File: src/rtl/trfsm_pkg.sv
// Shared types, codes and constants of the thermal recovery state machine.
`timescale 1ns / 1ps
`default_nettype none

package trfsm_pkg;

    localparam int TEMP_W   = 13;
    localparam int APB_AW   = 5;
    localparam int APB_DW   = 32;
    localparam int REG_IDXW = 3;

    // Item commands.
    localparam logic CMD_SAMPLE = 1'b0;
    localparam logic CMD_TICK   = 1'b1;

    // Encoded state as reported in a result word.
    localparam logic [1:0] STATE_HOT       = 2'd0;
    localparam logic [1:0] STATE_COOLING   = 2'd1;
    localparam logic [1:0] STATE_STAB      = 2'd2;
    localparam logic [1:0] STATE_RECOVERED = 2'd3;

    // Register indexes on the configuration port.
    localparam logic [REG_IDXW-1:0] REG_HOT_THRESHOLD  = 3'd0;
    localparam logic [REG_IDXW-1:0] REG_COOL_THRESHOLD = 3'd1;
    localparam logic [REG_IDXW-1:0] REG_REC_THRESHOLD  = 3'd2;
    localparam logic [REG_IDXW-1:0] REG_DWELL_MS       = 3'd3;
    localparam logic [REG_IDXW-1:0] REG_INIT_TPUT      = 3'd4;
    localparam logic [REG_IDXW-1:0] REG_OSC_LIMIT      = 3'd5;

    // Register reset values.
    localparam logic signed [TEMP_W-1:0] RST_HOT_THRESHOLD  = 13'sd656;
    localparam logic signed [TEMP_W-1:0] RST_COOL_THRESHOLD = 13'sd608;
    localparam logic signed [TEMP_W-1:0] RST_REC_THRESHOLD  = 13'sd560;
    localparam logic [15:0]              RST_DWELL_MS       = 16'd5000;
    localparam logic [11:0]              RST_INIT_TPUT      = 12'd240;
    localparam logic [7:0]               RST_OSC_LIMIT      = 8'd3;

    // Throughput factors in Q8 and pacing delays in ms.
    localparam logic [8:0]  FACTOR_HOT       = 9'd77;
    localparam logic [8:0]  FACTOR_COOLING   = 9'd128;
    localparam logic [8:0]  FACTOR_STAB      = 9'd205;
    localparam logic [8:0]  FACTOR_RECOVERED = 9'd256;
    localparam logic [10:0] DELAY_HOT        = 11'd2000;
    localparam logic [10:0] DELAY_COOLING    = 11'd1000;
    localparam logic [10:0] DELAY_STAB       = 11'd200;
    localparam logic [10:0] DELAY_RECOVERED  = 11'd0;

    typedef enum logic [3:0] {
        MODE_HOT       = 4'b0001,
        MODE_COOLING   = 4'b0010,
        MODE_STAB      = 4'b0100,
        MODE_RECOVERED = 4'b1000
    } mode_t;

    typedef struct packed {
        logic signed [TEMP_W-1:0] hot_threshold;
        logic signed [TEMP_W-1:0] cool_threshold;
        logic signed [TEMP_W-1:0] recovered_threshold;
        logic [15:0]              dwell_ms;
        logic [11:0]              initial_throughput;
        logic [7:0]               oscillation_limit;
    } cfg_t;

    // Status of one finished item on its way to the result register.
    typedef struct packed {
        logic [1:0]  thermal_state;
        logic [15:0] spike_count;
        logic [15:0] oscillation_count;
        logic        restore_safe;
        logic [15:0] time_in_state_ms;
    } res_t;

    function automatic logic [1:0] mode_code(input mode_t m);
        logic [1:0] c;
        c = STATE_RECOVERED;
        case (m)
            MODE_HOT:       c = STATE_HOT;
            MODE_COOLING:   c = STATE_COOLING;
            MODE_STAB:      c = STATE_STAB;
            MODE_RECOVERED: c = STATE_RECOVERED;
            default:        c = STATE_RECOVERED;
        endcase
        return c;
    endfunction

    function automatic logic [8:0] state_factor(input logic [1:0] s);
        logic [8:0] f;
        f = FACTOR_RECOVERED;
        case (s)
            STATE_HOT:     f = FACTOR_HOT;
            STATE_COOLING: f = FACTOR_COOLING;
            STATE_STAB:    f = FACTOR_STAB;
            default:       f = FACTOR_RECOVERED;
        endcase
        return f;
    endfunction

    function automatic logic [10:0] state_delay(input logic [1:0] s);
        logic [10:0] d;
        d = DELAY_RECOVERED;
        case (s)
            STATE_HOT:     d = DELAY_HOT;
            STATE_COOLING: d = DELAY_COOLING;
            STATE_STAB:    d = DELAY_STAB;
            default:       d = DELAY_RECOVERED;
        endcase
        return d;
    endfunction

endpackage

`default_nettype wire

File: src/rtl/trfsm_in_if.sv
// Handshake channel that carries input words (sample or tick).
`timescale 1ns / 1ps
`default_nettype none

interface trfsm_in_if;
    logic                                  valid;
    logic                                  ready;
    logic                                  cmd;
    logic signed [trfsm_pkg::TEMP_W-1:0]   temperature;

    modport source (output valid, output cmd, output temperature, input ready);
    modport sink   (input valid, input cmd, input temperature, output ready);
endinterface

`default_nettype wire

File: src/rtl/trfsm_out_if.sv
// Handshake channel that carries result words.
`timescale 1ns / 1ps
`default_nettype none

interface trfsm_out_if;
    logic        valid;
    logic        ready;
    logic [1:0]  thermal_state;
    logic [11:0] throughput;
    logic [10:0] pacing_delay_ms;
    logic [15:0] spike_count;
    logic [15:0] oscillation_count;
    logic        restore_safe;
    logic [15:0] time_in_state_ms;

    modport source (
        output valid, output thermal_state, output throughput, output pacing_delay_ms,
        output spike_count, output oscillation_count, output restore_safe,
        output time_in_state_ms, input ready
    );
    modport sink (
        input valid, input thermal_state, input throughput, input pacing_delay_ms,
        input spike_count, input oscillation_count, input restore_safe,
        input time_in_state_ms, output ready
    );
endinterface

`default_nettype wire

File: src/rtl/trfsm_cfg.sv
// APB-style configuration register file of the thermal state machine.
`timescale 1ns / 1ps
`default_nettype none

module trfsm_cfg (
    input  wire logic                           clk,
    input  wire logic                           rst_n,
    input  wire logic                           psel,
    input  wire logic                           penable,
    input  wire logic                           pwrite,
    input  wire logic [trfsm_pkg::APB_AW-1:0]   paddr,
    input  wire logic [trfsm_pkg::APB_DW-1:0]   pwdata,
    output logic      [trfsm_pkg::APB_DW-1:0]   prdata,
    output logic                                pready,
    output trfsm_pkg::cfg_t                     cfg
);

    trfsm_pkg::cfg_t                       cfg_reg;
    logic                                  wr_en;
    logic [trfsm_pkg::REG_IDXW-1:0]        idx;

    assign pready = 1'b1;
    assign wr_en  = psel && penable && pwrite;
    assign idx    = paddr[trfsm_pkg::APB_AW-1:2];
    assign cfg    = cfg_reg;

    always_ff @(posedge clk or negedge rst_n)
    begin
        if (!rst_n)
        begin
            cfg_reg.hot_threshold       <= trfsm_pkg::RST_HOT_THRESHOLD;
            cfg_reg.cool_threshold      <= trfsm_pkg::RST_COOL_THRESHOLD;
            cfg_reg.recovered_threshold <= trfsm_pkg::RST_REC_THRESHOLD;
            cfg_reg.dwell_ms            <= trfsm_pkg::RST_DWELL_MS;
            cfg_reg.initial_throughput  <= trfsm_pkg::RST_INIT_TPUT;
            cfg_reg.oscillation_limit   <= trfsm_pkg::RST_OSC_LIMIT;
        end
        else if (wr_en)
        begin
            case (idx)
                trfsm_pkg::REG_HOT_THRESHOLD:  cfg_reg.hot_threshold       <= pwdata[12:0];
                trfsm_pkg::REG_COOL_THRESHOLD: cfg_reg.cool_threshold      <= pwdata[12:0];
                trfsm_pkg::REG_REC_THRESHOLD:  cfg_reg.recovered_threshold <= pwdata[12:0];
                trfsm_pkg::REG_DWELL_MS:       cfg_reg.dwell_ms            <= pwdata[15:0];
                trfsm_pkg::REG_INIT_TPUT:      cfg_reg.initial_throughput  <= pwdata[11:0];
                trfsm_pkg::REG_OSC_LIMIT:      cfg_reg.oscillation_limit   <= pwdata[7:0];
                default:                       ;
            endcase
        end
    end

    // Thresholds read back sign-extended; the others zero-extended.
    always_comb
    begin
        prdata = '0;
        case (idx)
            trfsm_pkg::REG_HOT_THRESHOLD:
                prdata = {{(trfsm_pkg::APB_DW-13){cfg_reg.hot_threshold[12]}},
                          cfg_reg.hot_threshold};
            trfsm_pkg::REG_COOL_THRESHOLD:
                prdata = {{(trfsm_pkg::APB_DW-13){cfg_reg.cool_threshold[12]}},
                          cfg_reg.cool_threshold};
            trfsm_pkg::REG_REC_THRESHOLD:
                prdata = {{(trfsm_pkg::APB_DW-13){cfg_reg.recovered_threshold[12]}},
                          cfg_reg.recovered_threshold};
            trfsm_pkg::REG_DWELL_MS:  prdata = {16'd0, cfg_reg.dwell_ms};
            trfsm_pkg::REG_INIT_TPUT: prdata = {20'd0, cfg_reg.initial_throughput};
            trfsm_pkg::REG_OSC_LIMIT: prdata = {24'd0, cfg_reg.oscillation_limit};
            default:                  prdata = '0;
        endcase
    end

endmodule

`default_nettype wire

File: src/rtl/trfsm_core.sv
// Input register, mode register, counters and the next-state logic.
`timescale 1ns / 1ps
`default_nettype none

module trfsm_core #(
    parameter int COUNT_WIDTH = 16
) (
    input  wire logic            clk,
    input  wire logic            rst_n,
    trfsm_in_if.sink             in_ch,
    input  trfsm_pkg::cfg_t      cfg,
    output logic                 step_valid,
    input  wire logic            step_ready,
    output trfsm_pkg::res_t      step_res
);

    localparam int CMP_W = (COUNT_WIDTH > 16) ? COUNT_WIDTH : 16;
    localparam logic [COUNT_WIDTH-1:0] CNT_MAX = '1;

    logic                                  s1_valid_reg;
    logic                                  s1_cmd_reg;
    logic signed [trfsm_pkg::TEMP_W-1:0]   s1_temp_reg;
    logic                                  advance;

    trfsm_pkg::mode_t          mode_reg, mode_next;
    logic [COUNT_WIDTH-1:0]    dwell_reg, dwell_next;
    logic [COUNT_WIDTH-1:0]    spikes_reg, spikes_next;
    logic [COUNT_WIDTH-1:0]    osc_reg, osc_next;
    logic [15:0]               spikes16, osc16, dwell16;

    assign advance      = s1_valid_reg && step_ready;
    assign in_ch.ready  = !s1_valid_reg || step_ready;
    assign step_valid   = s1_valid_reg;

    always_ff @(posedge clk or negedge rst_n)
    begin
        if (!rst_n)
        begin
            s1_valid_reg <= 1'b0;
        end
        else if (in_ch.ready)
        begin
            s1_valid_reg <= in_ch.valid;
        end
    end

    always_ff @(posedge clk)
    begin
        if (in_ch.valid && in_ch.ready)
        begin
            s1_cmd_reg  <= in_ch.cmd;
            s1_temp_reg <= in_ch.temperature;
        end
    end

    always_comb
    begin
        mode_next   = mode_reg;
        dwell_next  = dwell_reg;
        spikes_next = spikes_reg;
        osc_next    = osc_reg;
        if (s1_cmd_reg == trfsm_pkg::CMD_TICK)
        begin
            dwell_next = (dwell_reg == CNT_MAX) ? dwell_reg : dwell_reg + COUNT_WIDTH'(1);
        end
        else if (s1_temp_reg > cfg.hot_threshold)
        begin
            if (mode_reg != trfsm_pkg::MODE_HOT)
            begin
                spikes_next = (spikes_reg == CNT_MAX) ? spikes_reg
                                                      : spikes_reg + COUNT_WIDTH'(1);
                if (mode_reg == trfsm_pkg::MODE_COOLING || mode_reg == trfsm_pkg::MODE_STAB)
                begin
                    osc_next = (osc_reg == CNT_MAX) ? osc_reg : osc_reg + COUNT_WIDTH'(1);
                end
                mode_next  = trfsm_pkg::MODE_HOT;
                dwell_next = '0;
            end
        end
        else
        begin
            case (mode_reg)
                trfsm_pkg::MODE_HOT:
                begin
                    // Only a temperature inside the cool..hot band leaves hot.
                    if (s1_temp_reg > cfg.cool_threshold)
                    begin
                        mode_next  = trfsm_pkg::MODE_COOLING;
                        dwell_next = '0;
                    end
                end
                trfsm_pkg::MODE_COOLING:
                begin
                    if (s1_temp_reg <= cfg.cool_threshold)
                    begin
                        mode_next  = trfsm_pkg::MODE_STAB;
                        dwell_next = '0;
                    end
                end
                trfsm_pkg::MODE_STAB:
                begin
                    if (s1_temp_reg <= cfg.recovered_threshold &&
                        CMP_W'(dwell_reg) > CMP_W'(cfg.dwell_ms))
                    begin
                        mode_next  = trfsm_pkg::MODE_RECOVERED;
                        dwell_next = '0;
                    end
                end
                default: ;
            endcase
        end
    end

    always_ff @(posedge clk or negedge rst_n)
    begin
        if (!rst_n)
        begin
            mode_reg   <= trfsm_pkg::MODE_RECOVERED;
            dwell_reg  <= '0;
            spikes_reg <= '0;
            osc_reg    <= '0;
        end
        else if (advance)
        begin
            mode_reg   <= mode_next;
            dwell_reg  <= dwell_next;
            spikes_reg <= spikes_next;
            osc_reg    <= osc_next;
        end
    end

    // Counters wider than the result fields are shown saturated.
    generate
        if (COUNT_WIDTH > 16)
        begin : g_sat
            assign spikes16 = (spikes_next > COUNT_WIDTH'(16'hFFFF)) ? 16'hFFFF
                                                                     : spikes_next[15:0];
            assign osc16    = (osc_next > COUNT_WIDTH'(16'hFFFF)) ? 16'hFFFF
                                                                  : osc_next[15:0];
            assign dwell16  = (dwell_next > COUNT_WIDTH'(16'hFFFF)) ? 16'hFFFF
                                                                    : dwell_next[15:0];
        end
        else
        begin : g_ext
            assign spikes16 = 16'(spikes_next);
            assign osc16    = 16'(osc_next);
            assign dwell16  = 16'(dwell_next);
        end
    endgenerate

    always_comb
    begin
        step_res.thermal_state     = trfsm_pkg::mode_code(mode_next);
        step_res.spike_count       = spikes16;
        step_res.oscillation_count = osc16;
        step_res.time_in_state_ms  = dwell16;
        step_res.restore_safe      = (mode_next == trfsm_pkg::MODE_RECOVERED) &&
                                     (CMP_W'(osc_next) < CMP_W'(cfg.oscillation_limit));
    end

endmodule

`default_nettype wire

File: src/rtl/trfsm_result.sv
// Result register: scales throughput, picks the pacing delay, holds the word.
`timescale 1ns / 1ps
`default_nettype none

module trfsm_result (
    input  wire logic            clk,
    input  wire logic            rst_n,
    input  wire logic            step_valid,
    output logic                 step_ready,
    input  trfsm_pkg::res_t      step_res,
    input  wire logic [11:0]     initial_throughput,
    trfsm_out_if.source          out_ch
);

    logic             out_valid_reg;
    trfsm_pkg::res_t  res_reg;
    logic [11:0]      tput_reg;
    logic [10:0]      delay_reg;
    logic [19:0]      product;

    assign step_ready = !out_valid_reg || out_ch.ready;
    assign product    = 20'(initial_throughput) *
                        20'(trfsm_pkg::state_factor(step_res.thermal_state));

    always_ff @(posedge clk or negedge rst_n)
    begin
        if (!rst_n)
        begin
            out_valid_reg <= 1'b0;
        end
        else if (step_ready)
        begin
            out_valid_reg <= step_valid;
        end
    end

    always_ff @(posedge clk)
    begin
        if (step_valid && step_ready)
        begin
            res_reg   <= step_res;
            tput_reg  <= product[19:8];
            delay_reg <= trfsm_pkg::state_delay(step_res.thermal_state);
        end
    end

    assign out_ch.valid             = out_valid_reg;
    assign out_ch.thermal_state     = res_reg.thermal_state;
    assign out_ch.throughput        = tput_reg;
    assign out_ch.pacing_delay_ms   = delay_reg;
    assign out_ch.spike_count       = res_reg.spike_count;
    assign out_ch.oscillation_count = res_reg.oscillation_count;
    assign out_ch.restore_safe      = res_reg.restore_safe;
    assign out_ch.time_in_state_ms  = res_reg.time_in_state_ms;

endmodule

`default_nettype wire

File: src/rtl/thermal_recovery_fsm_unit.sv
// Thermal recovery state machine: top level with channels and APB port.
// Path: an accepted word moves from the core's input register to the result
// register, which drives out_ch. Throughput: one word per cycle unless out_ch
// stalls; the only loop is the mode and counter update.
// Reset: rst_n is asynchronous, active low; the mode returns to recovered, the
// counters clear, the registers take their default values and both stages empty.
`timescale 1ns / 1ps
`default_nettype none

module thermal_recovery_fsm_unit #(
    parameter int COUNT_WIDTH = 16
) (
    input  wire logic                           clk,
    input  wire logic                           rst_n,
    trfsm_in_if.sink                            in_ch,
    trfsm_out_if.source                         out_ch,
    input  wire logic                           psel,
    input  wire logic                           penable,
    input  wire logic                           pwrite,
    input  wire logic [trfsm_pkg::APB_AW-1:0]   paddr,
    input  wire logic [trfsm_pkg::APB_DW-1:0]   pwdata,
    output logic      [trfsm_pkg::APB_DW-1:0]   prdata,
    output logic                                pready
);

    // The block is a two-stage pipeline. The core holds the accepted word in
    // its input register; the next mode and counters are computed from it and,
    // at the edge at which they update, the result register loads the
    // finished word. Ready propagates back from the output channel so that a
    // new word is taken every cycle as long as the result side keeps up.
    trfsm_pkg::cfg_t  cfg;
    trfsm_pkg::res_t  step_res;
    logic             step_valid;
    logic             step_ready;

    trfsm_cfg u_cfg (
        .clk     (clk),
        .rst_n   (rst_n),
        .psel    (psel),
        .penable (penable),
        .pwrite  (pwrite),
        .paddr   (paddr),
        .pwdata  (pwdata),
        .prdata  (prdata),
        .pready  (pready),
        .cfg     (cfg)
    );

    trfsm_core #(
        .COUNT_WIDTH (COUNT_WIDTH)
    ) u_core (
        .clk        (clk),
        .rst_n      (rst_n),
        .in_ch      (in_ch),
        .cfg        (cfg),
        .step_valid (step_valid),
        .step_ready (step_ready),
        .step_res   (step_res)
    );

    // The throughput multiply sits in front of the result register.
    trfsm_result u_result (
        .clk                (clk),
        .rst_n              (rst_n),
        .step_valid         (step_valid),
        .step_ready         (step_ready),
        .step_res           (step_res),
        .initial_throughput (cfg.initial_throughput),
        .out_ch             (out_ch)
    );

    // Restore is only ever reported as safe in the recovered state.
    a_safe_only_recovered: assert property (@(posedge clk) disable iff (!rst_n)
        out_ch.valid && out_ch.restore_safe |->
            out_ch.thermal_state == trfsm_pkg::STATE_RECOVERED)
        else $error("restore_safe outside recovered state");

    // The pacing delay always matches the reported state.
    a_delay_matches_state: assert property (@(posedge clk) disable iff (!rst_n)
        out_ch.valid |->
            (out_ch.thermal_state == trfsm_pkg::STATE_HOT &&
             out_ch.pacing_delay_ms == trfsm_pkg::DELAY_HOT) ||
            (out_ch.thermal_state == trfsm_pkg::STATE_COOLING &&
             out_ch.pacing_delay_ms == trfsm_pkg::DELAY_COOLING) ||
            (out_ch.thermal_state == trfsm_pkg::STATE_STAB &&
             out_ch.pacing_delay_ms == trfsm_pkg::DELAY_STAB) ||
            (out_ch.thermal_state == trfsm_pkg::STATE_RECOVERED &&
             out_ch.pacing_delay_ms == trfsm_pkg::DELAY_RECOVERED))
        else $error("pacing delay does not match state");

    // The input side only stalls while a result word waits to be taken.
    a_stall_only_on_backpressure: assert property (@(posedge clk) disable iff (!rst_n)
        in_ch.valid && !in_ch.ready |-> out_ch.valid && !out_ch.ready)
        else $error("input stalled without output backpressure");

endmodule

`default_nettype wire
File: src/flat_wrapper.sv
// flat-port wrapper written by rule: the top's interface ports become plain ports
module thermal_recovery_fsm_unit_flat 
#(
    parameter int COUNT_WIDTH = 16
)
  (clk, rst_n, psel, penable, pwrite, paddr, pwdata, prdata, pready, in_ch_valid, in_ch_cmd, in_ch_temperature, in_ch_ready, out_ch_valid, out_ch_thermal_state, out_ch_throughput, out_ch_pacing_delay_ms, out_ch_spike_count, out_ch_oscillation_count, out_ch_restore_safe, out_ch_time_in_state_ms, out_ch_ready);
  trfsm_in_if in_ch_i ();
  trfsm_out_if out_ch_i ();
  input  wire logic clk;
  input  wire logic rst_n;
  input  wire logic psel;
  input  wire logic penable;
  input  wire logic pwrite;
  input  wire logic [trfsm_pkg::APB_AW-1:0] paddr;
  input  wire logic [trfsm_pkg::APB_DW-1:0] pwdata;
  output logic      [trfsm_pkg::APB_DW-1:0] prdata;
  output logic pready;
  input wire logic [$bits(in_ch_i.valid)-1:0] in_ch_valid;
  input wire logic [$bits(in_ch_i.cmd)-1:0] in_ch_cmd;
  input wire logic [$bits(in_ch_i.temperature)-1:0] in_ch_temperature;
  output wire logic [$bits(in_ch_i.ready)-1:0] in_ch_ready;
  output wire logic [$bits(out_ch_i.valid)-1:0] out_ch_valid;
  output wire logic [$bits(out_ch_i.thermal_state)-1:0] out_ch_thermal_state;
  output wire logic [$bits(out_ch_i.throughput)-1:0] out_ch_throughput;
  output wire logic [$bits(out_ch_i.pacing_delay_ms)-1:0] out_ch_pacing_delay_ms;
  output wire logic [$bits(out_ch_i.spike_count)-1:0] out_ch_spike_count;
  output wire logic [$bits(out_ch_i.oscillation_count)-1:0] out_ch_oscillation_count;
  output wire logic [$bits(out_ch_i.restore_safe)-1:0] out_ch_restore_safe;
  output wire logic [$bits(out_ch_i.time_in_state_ms)-1:0] out_ch_time_in_state_ms;
  input wire logic [$bits(out_ch_i.ready)-1:0] out_ch_ready;
  assign in_ch_i.valid = in_ch_valid;
  assign in_ch_i.cmd = in_ch_cmd;
  assign in_ch_i.temperature = in_ch_temperature;
  assign in_ch_ready = in_ch_i.ready;
  assign out_ch_valid = out_ch_i.valid;
  assign out_ch_thermal_state = out_ch_i.thermal_state;
  assign out_ch_throughput = out_ch_i.throughput;
  assign out_ch_pacing_delay_ms = out_ch_i.pacing_delay_ms;
  assign out_ch_spike_count = out_ch_i.spike_count;
  assign out_ch_oscillation_count = out_ch_i.oscillation_count;
  assign out_ch_restore_safe = out_ch_i.restore_safe;
  assign out_ch_time_in_state_ms = out_ch_i.time_in_state_ms;
  assign out_ch_i.ready = out_ch_ready;
  thermal_recovery_fsm_unit #(.COUNT_WIDTH(COUNT_WIDTH)) u_core (.clk(clk), .rst_n(rst_n), .in_ch(in_ch_i), .out_ch(out_ch_i), .psel(psel), .penable(penable), .pwrite(pwrite), .paddr(paddr), .pwdata(pwdata), .prdata(prdata), .pready(pready));
endmodule
File: config.mk
export PLATFORM = sky130hd
export DESIGN_NAME = thermal_recovery_fsm_unit_flat
export DESIGN_NICKNAME = d
export VERILOG_FILES = /design/src/rtl/trfsm_pkg.sv /design/src/rtl/trfsm_in_if.sv /design/src/rtl/trfsm_out_if.sv /design/src/rtl/trfsm_cfg.sv /design/src/rtl/trfsm_core.sv /design/src/rtl/trfsm_result.sv /design/src/rtl/thermal_recovery_fsm_unit.sv /design/src/flat_wrapper.sv
export SDC_FILE = /design/constraint.sdc
export NUM_CORES = 1
export LEC_CHECK = 0
export ABC_CLOCK_PERIOD_IN_PS = 18250
export BUFFER_PORTS_ARGS = -buffer_cell sky130_fd_sc_hd__buf_2
export CELL_PAD_IN_SITES_DETAIL_PLACEMENT = 0
export CELL_PAD_IN_SITES_GLOBAL_PLACEMENT = 1
export CORE_MARGIN = 2
export CORE_UTILIZATION = 50
export CTS_BUF_LIST = sky130_fd_sc_hd__clkbuf_16
export CTS_CLUSTER_SIZE = 25
export DETAILED_ROUTE_END_ITERATION = 6
export PLACE_DENSITY_LB_ADDON = 0.2
export SLEW_MARGIN = 30
export SYNTH_ARGS = -nofsm -noshare
export SYNTH_HDL_FRONTEND = slang
export SYNTH_SLANG_ARGS = --single-unit
export TNS_END_PERCENT = 50
File: constraint.sdc
create_clock -name clk -period 18.25 [get_ports clk]
set_input_delay 2.7375 -clock clk [delete_from_list [all_inputs] [get_ports clk]]
set_output_delay 2.7375 -clock clk [all_outputs]
set_load 0.03 [all_outputs]
**After elaboration in Yosys (flattened, before gate mapping)**

Cells that the tools add are included.

- Word-level logic and storage cells: 96
- Input port bits: 58
- Output and inout port bits: 109
- Flip-flop bits (word level): 217

- Order comparisons: 6
- Eq/ne operators: 18
- Add/subtract/negate cells: 3
- Reductions and logical operators: 19
- Multipliers: 1
- Multiplexer cells: 28

Operator list:

| cell | number |
|---|---|
| two-way mux 16 bit | 16 |
| one-hot mux 32 bit (6 select lines) | 1 |
| adder 16 x 1 -> 16 bit (second input constant) | 3 |
| == test 16 bit (second input constant) | 3 |
| one-hot mux 16 bit (3 select lines) | 1 |
| one-hot mux 11 bit (3 select lines) | 1 |
| one-hot mux 9 bit (3 select lines) | 1 |
| > comparator 13 bit | 2 |
| less-or-equal comparator 13 bit | 2 |
| two-way mux 4 bit | 6 |
| multiplier 12 x 9 -> 20 bit | 1 |
| > comparator 16 bit | 1 |
| less-than comparator 16 x 8 -> 1 bit | 1 |
| one-hot mux 4 bit (3 select lines) | 1 |
| AND reduction 2 bit | 6 |
| == test 4 x 1 -> 1 bit (second input constant) | 2 |
| == test 4 x 2 -> 1 bit (second input constant) | 2 |
| == test 4 x 3 -> 1 bit (second input constant) | 2 |
| == test 3 x 2 -> 1 bit (second input constant) | 2 |
| == test 3 bit (second input constant) | 2 |
| logical AND 1 bit | 6 |
| one-hot mux 2 bit (3 select lines) | 1 |
| == test 4 bit (second input constant) | 1 |
| != test 4 x 1 -> 1 bit (second input constant) | 1 |
| other kinds (7) | 10 |

**Depth between registers and ports, before layout**

- Depth in word-level cells: 11
- Depth in mapped cells: 34
- Mapped depth without buffers: 33

**Modules after synthesis**

Synthesis repeated with hierarchy kept, for this count alone.

- Cell total of the unflattened synthesis: 1342
- Area, all modules: 14163.6 µm²

By module, submodules not included:

| module | area each (µm²) | sequential area each (µm²) | cells each | times used |
|---|---|---|---|---|
| trfsm_core | 5913.2 | 1747.9 | 707 | 1 |
| trfsm_result | 4495.6 | 2067.0 | 357 | 1 |
| trfsm_cfg | 3754.9 | 1901.8 | 278 | 1 |

**Worst setup path before layout**

No wires, ideal clock.

- Kind: flip-flop to flip-flop
- Start point: register u_core.u_cfg.cfg_reg, in the netlist u_core.u_cfg.cfg[55]
- End point: register u_core.u_result.tput_reg[10] (netlist: u_core.u_result.out_ch.throughput[10]) (data pin)
- Required time: 17989 ps
- Path buffers: 1
- Cell stages (with the launch flop): 29
- Data arrival time: 7146 ps
- Slack: 10843 ps
- Setup time: 261 ps
- Clock period less this slack: 7407 ps
- Cell sequence: dfstp_2 inv_1 ha_1 a211oi_1 o21ai_0 a211oi_2 a21oi_1 or3_1 a311oi_4 nand3_1 ha_1 inv_1 o31ai_1 a21oi_1 buf_2 nand2_1 fa_1 fa_1 fa_1 fa_1 inv_1 ha_1 nor2b_1 o41ai_1 o211ai_1 o41ai_2 o21bai_1 a211oi_1 nor2_1

- Cells in the longest elaborated chain, start to end: 10
- Elaborated cells on any way between the ends: 16
- Those cells by class: mul: 1; order compare: 2; eq/ne: 5; mux: 7; reduce/logical: 1

RTL lines:

| item | line | source |
|---|---|---|
| from (decl) | trfsm_cfg.sv:18 | `trfsm_pkg::cfg_t cfg_reg;` |
| less-or-equal comparator 13 bit or > comparator 13 bit (tied branches) | trfsm_core.sv:94, trfsm_core.sv:86 |  |
| two-way mux 4 bit (on tied branches) | trfsm_core.sv:94, trfsm_core.sv:86 |  |
| one-hot mux 4 bit (3 select lines) * | trfsm_core.sv:82 | `case (mode_reg)` |
| two-way mux 4 bit * | trfsm_core.sv:66 | `else if (s1_temp_reg > cfg.hot_threshold)` |
| two-way mux 4 bit * | trfsm_core.sv:62 | `if (s1_cmd_reg == trfsm_pkg::CMD_TICK)` |
| == test 4 x 3 -> 1 bit (tied with other cells) | trfsm_pkg.sv:76 | `case (m)` |
| one-hot mux 2 bit (3 select lines) * | trfsm_pkg.sv:76 |  |
| == test 2 bit (tied with other cells) | trfsm_pkg.sv:89 | `case (s)` |
| one-hot mux 9 bit (3 select lines) * | trfsm_pkg.sv:89 |  |
| multiplier 12 x 9 -> 20 bit * | trfsm_result.sv:22 | `assign product = 20'(initial_throughput) *` |
| net u_core.u_result.product[18] | trfsm_result.sv:19 | `logic [19:0] product;` |
| to (signal assigned) | trfsm_result.sv:42 | `tput_reg <= product[19:8];` |
| to (decl) | trfsm_result.sv:17 | `logic [11:0] tput_reg;` |

Mark *: on every way through the listed nets, which the timed path passes. The rest lies on a longest branch.
A chain may end at the register's enable or synchronous reset.

**Final worst setup path**

- Start point: register u_core.u_core.s1_temp_reg[12] in the netlist's numbering
- End point: register u_core.u_result.tput_reg[10] (netlist: u_core.u_result.out_ch.throughput[10]) (data pin)

- Cells in the longest elaborated chain, start to end: 11
- Elaborated cells on any way between the ends: 20
- Those cells by class: mul: 1; order compare: 4; eq/ne: 5; mux: 8; reduce/logical: 2

RTL lines:

| item | line | source |
|---|---|---|
| from (decl) | trfsm_core.sv:22 | `logic signed [trfsm_pkg::TEMP_W-1:0] s1_temp_reg;` |
| from (signal assigned) | trfsm_core.sv:52 | `s1_temp_reg <= in_ch.temperature;` |
| less-or-equal comparator 13 bit | trfsm_core.sv:102 | `if (s1_temp_reg <= cfg.recovered_threshold &&` |
| logical AND 1 bit | trfsm_core.sv:102 |  |
| two-way mux 4 bit | trfsm_core.sv:102 |  |
| one-hot mux 4 bit (3 select lines) | trfsm_core.sv:82 |  |
| two-way mux 4 bit * | trfsm_core.sv:66 |  |
| two-way mux 4 bit * | trfsm_core.sv:62 |  |
| == test 4 x 3 -> 1 bit (tied with other cells) | trfsm_pkg.sv:76 |  |
| one-hot mux 2 bit (3 select lines) * | trfsm_pkg.sv:76 |  |
| == test 2 bit (tied with other cells) | trfsm_pkg.sv:89 |  |
| one-hot mux 9 bit (3 select lines) * | trfsm_pkg.sv:89 |  |
| multiplier 12 x 9 -> 20 bit * | trfsm_result.sv:22 |  |
| net u_core.u_result.product[18] | trfsm_result.sv:19 |  |

Marks and branches as above.

==> impl_metrics.json <==
{
  "ant_nets": 0,
  "finalWirelength_mm": 31.4,
  "globalRouteOverflowTotal": 0,
  "yosysWarnings": 0,
  "synthFlopType": "dfrtp_1",
  "fmax_ghz": 0.117,
  "h-tree-depth": 1,
  "path_max_fanout": 21,
  "final_nets": 1664,
  "final_layout_size_suffix_gt1_share_pct": 16.9,
  "placed_cell_area_um2": 14300,
  "die_w_um": 167,
  "cp-startpoint": "u_core.u_core.s1_temp_reg[12]",
  "powerDensity_nw_per_um2": 140,
  "synth_area_um2": 13400,
  "slowest_delay_ns": 0.64,
  "gp_congestion": 0.926,
  "slowest_stage": "o41ai_1",
  "die_area_um2": 28000,
  "peakVddDrop_v": 0.0000573,
  "cts-root-buf": "clkbuf_16",
  "yosys.area_share.simple_pct": 14.8,
  "wl_per_cell_um": 17.4,
  "slew_headroom_pct": 43.5,
  "worstMarginPinSlew_ns": 0.848,
  "cp_data_required_time_ns": 18.53,
  "drc_errors": 18,
  "synthArstFlopShare_pct": 61.1,
  "cts_sinks": 211,
  "grt_max_degree": 69,
  "cp.arrival_ns": 8.81,
  "synth-edff-count": 82,
  "synth_compound_area_share_pct": 12.1,
  "numPortBuffers": 144,
  "violations": "DRC",
  "period_share_pct": 46.7,
  "cp-end-kind": "flip-flop",
  "drv_slew": 0,
  "postSynthAreaPerCell_um2": 10.0,
  "num_io_pins": 167,
  "reg2regPathDepth": 28,
  "ys_types": 77,
  "area_growth_pct": 12.3,
  "hold_path.class": "flip-flop to flip-flop",
  "largest_reg_flops": 75,
  "drtPass1Iterations": 7,
  "drv_cap": 0,
  "critPathKind": "flip-flop to flip-flop",
  "viasPerCell": 5.46,
  "grt_pass1_vias": 9548,
  "clk_latency_ns": 0.54,
  "clk_pin_slew_worst_paths_ns": 0.06,
  "synth_mux_area_share_pct": 3.47,
  "busiest_layer": "met2",
  "cts_setup_buffers": 0,
  "worstSetupStartpointType": "flip-flop",
  "antenna_found_initial": 1,
  "setup_viol": 0,
  "clockBufferDepth": 3,
  "setup_tns_ns": 0,
  "outcome": "complete, but fails checks",
  "finalClockSkew_ns": 0.0268,
  "use_met3_pct": 3.26,
  "core_um2": 26100,
  "hold_violations": 0,
  "rows": 59,
  "critPathMostFrequentCell": "fa_1",
  "p_leak_nw": 7.07,
  "cts_made_buffers": 25,
  "ctsHoldBuffers": 0,
  "synth_fa_ha_area_share_pct": 16.3,
  "grt_pass1_wl_mm": 50.7,
  "dr_total_vias": 9855,
  "fp.dieH_um": 167,
  "design_area_um2": 15000,
  "synth-seq-cells": 211,
  "fin_crit_ns": 8.53,
  "postSynthCellCount": 1336,
  "met2_usage_pct": 36.4,
  "initial_core_util_pct": 51.1,
  "grt_util_all_layers_pct": 22.6,
  "synth_top_family_by_area": "adder cells",
  "cts_tree": "built",
  "hold_slack_ns": 0.498,
  "r2r_end": "u_core.u_result.out_ch.throughput[10]",
  "worstReg2RegStart": "u_core.u_core.s1_temp_reg[12]",
  "dp_hpwl_mm": 23.2,
  "rsz0062_at_grt": "no",
  "ctsResizeCount": 0,
  "endpoint": "u_core.u_result.out_ch.throughput[10]",
  "drtIter0Drc": 726,
  "synth_xor_area_share_pct": 4.13,
  "met1_usage_pct": 32.3,
  "ys_seq_area_share_pct": 42.8,
  "reg2reg_slack_ns": 9.72
}
## how the worst min path moves through the flow
stage | start | endpoint | slack [ns] | cells after the start
3_5_place_dp | u_core.u_core.mode_reg[3] | u_core.u_core.mode_reg[3] | 0.49 | 2
6_report | u_core.u_core.mode_reg[3] | u_core.u_core.mode_reg[3] | 0.50 | 2
5_1_grt | u_core.u_core.mode_reg[3] | u_core.u_core.mode_reg[3] | 0.51 | 2
3_3_place_gp | u_core.u_core.mode_reg[3] | u_core.u_core.mode_reg[3] | 0.48 | 2
4_1_cts | u_core.u_core.mode_reg[3] | u_core.u_core.mode_reg[3] | 0.50 | 2
2_1_floorplan | u_core.u_core.step_valid | u_core.u_result.out_ch.valid | 0.46 | 1
## power by group
group | internal [W] | switching [W] | total, W
Combinational | 0.000375 | 0.000576 | 0.000951
Clock | 0.000255 | 0.000196 | 0.000451
Sequential | 0.000624 | 0.0000692 | 0.000693
## synthesized netlist by cell type, types with 32 or more instances
cell type,instances,area [um2]
clkbuf_1,32,120
ha_1,121,1510
edfxtp_1,82,2460
nand2_1,169,634
a21oi_1,41,205
inv_1,135,507
nor2_1,62,233
dfrtp_1,108,2700
o21ai_0,94,470
nand3_1,46,230
xnor2_1,49,429
fa_1,33,661
## area by class of cell
cell class / count / area [um2]
Antenna cell: 1 / 2.50
Clock buffer: 26 / 651
Clock inverter: 19 / 85.1
Fill cell: 2331 / 11100
Inverter: 135 / 508
Multi-Input combinational cell: 925 / 6820
Sequential cell: 211 / 5720
Tap cell: 335 / 419
Timing Repair Buffer: 154 / 802
## cells in the final DEF, fill, tap and decap left out, types with 5 or more instances in the layout
| cell | Yosys | final |
|---|---|---|
| nand2_1 | 169 | 169 |
| buf_2 | 7 | 143 |
| inv_1 | 135 | 142 |
| ha_1 | 121 | 121 |
| dfrtp_1 | 108 | 108 |
| o21ai_0 | 94 | 94 |
| edfxtp_1 | 82 | 82 |
| nor2_1 | 62 | 61 |
| xnor2_1 | 49 | 49 |
| nand3_1 | 46 | 46 |
| a21oi_1 | 41 | 41 |
| fa_1 | 33 | 33 |
| and2_1 | 31 | 31 |
| clkbuf_16 | 0 | 26 |
| nand4_1 | 22 | 22 |
| mux2_2 | 22 | 22 |
| dfstp_2 | 21 | 21 |
| and3_1 | 20 | 20 |
| nor3_1 | 19 | 17 |
| mux2i_1 | 17 | 17 |
| xor2_1 | 14 | 14 |
| a31oi_1 | 12 | 12 |
| a21o_1 | 11 | 11 |
| a22oi_1 | 10 | 10 |
| buf_4 | 23 | 10 |
| nor2b_1 | 9 | 9 |
| nand2b_1 | 9 | 9 |
| o22ai_1 | 9 | 9 |
| o21a_1 | 7 | 7 |
| a211oi_1 | 7 | 7 |
| o31ai_1 | 5 | 5 |
| a22o_1 | 5 | 5 |
| clkinv_2 | 0 | 5 |
| clkinv_1 | 0 | 5 |
## cell families after synthesis
kind of cell               Yosys count
AOI/OAI and AO/OA                  249
other                                2
adders and majority gates          154
muxes                               41
xor gates and xnor gates            63
buffers and inverters              202
DFF                                211
and+or+nand+nor                    414
## routing by layer
| metal | share of wire [%] | vias to the layer above | routed length (um) |
|---|---|---|---|
| met5 | 0.035 | - | 11 |
| met4 | 2.2 | 2 | 679 |
| met3 | 5.7 | 42 | 1800 |
| met2 | 45 | 233 | 14200 |
| met1 | 47 | 4695 | 14700 |
| li1 | - | 4883 | - |
## metrics by stage
stage | util (%) | setup slack (ns) | std cells | power (W)
2_1_floorplan | - | 10.84 | 1338 | 0.00144
3_3_place_gp | 54.6 | 9.64 | 1760 | 0.00163
3_5_place_dp | 54.6 | 9.68 | 1760 | 0.00166
4_1_cts | 57.4 | 9.66 | 1805 | 0.00212
5_1_grt | 57.4 | 9.03 | 1805 | 0.00227
6_report | 57.4 | 9.72 | 1806 | 0.00209
## critical path: cells and delay by family, from the launching register on
kind	cells	cell delay (ns)
AOI/OAI and AO/OA	11	3.18
adders and majority gates	7	2.85
buffers and inverters	4	0.40
DFF	1	0.48
and+or+nand+nor	6	1.35
(Power assumes the default switching activity.)
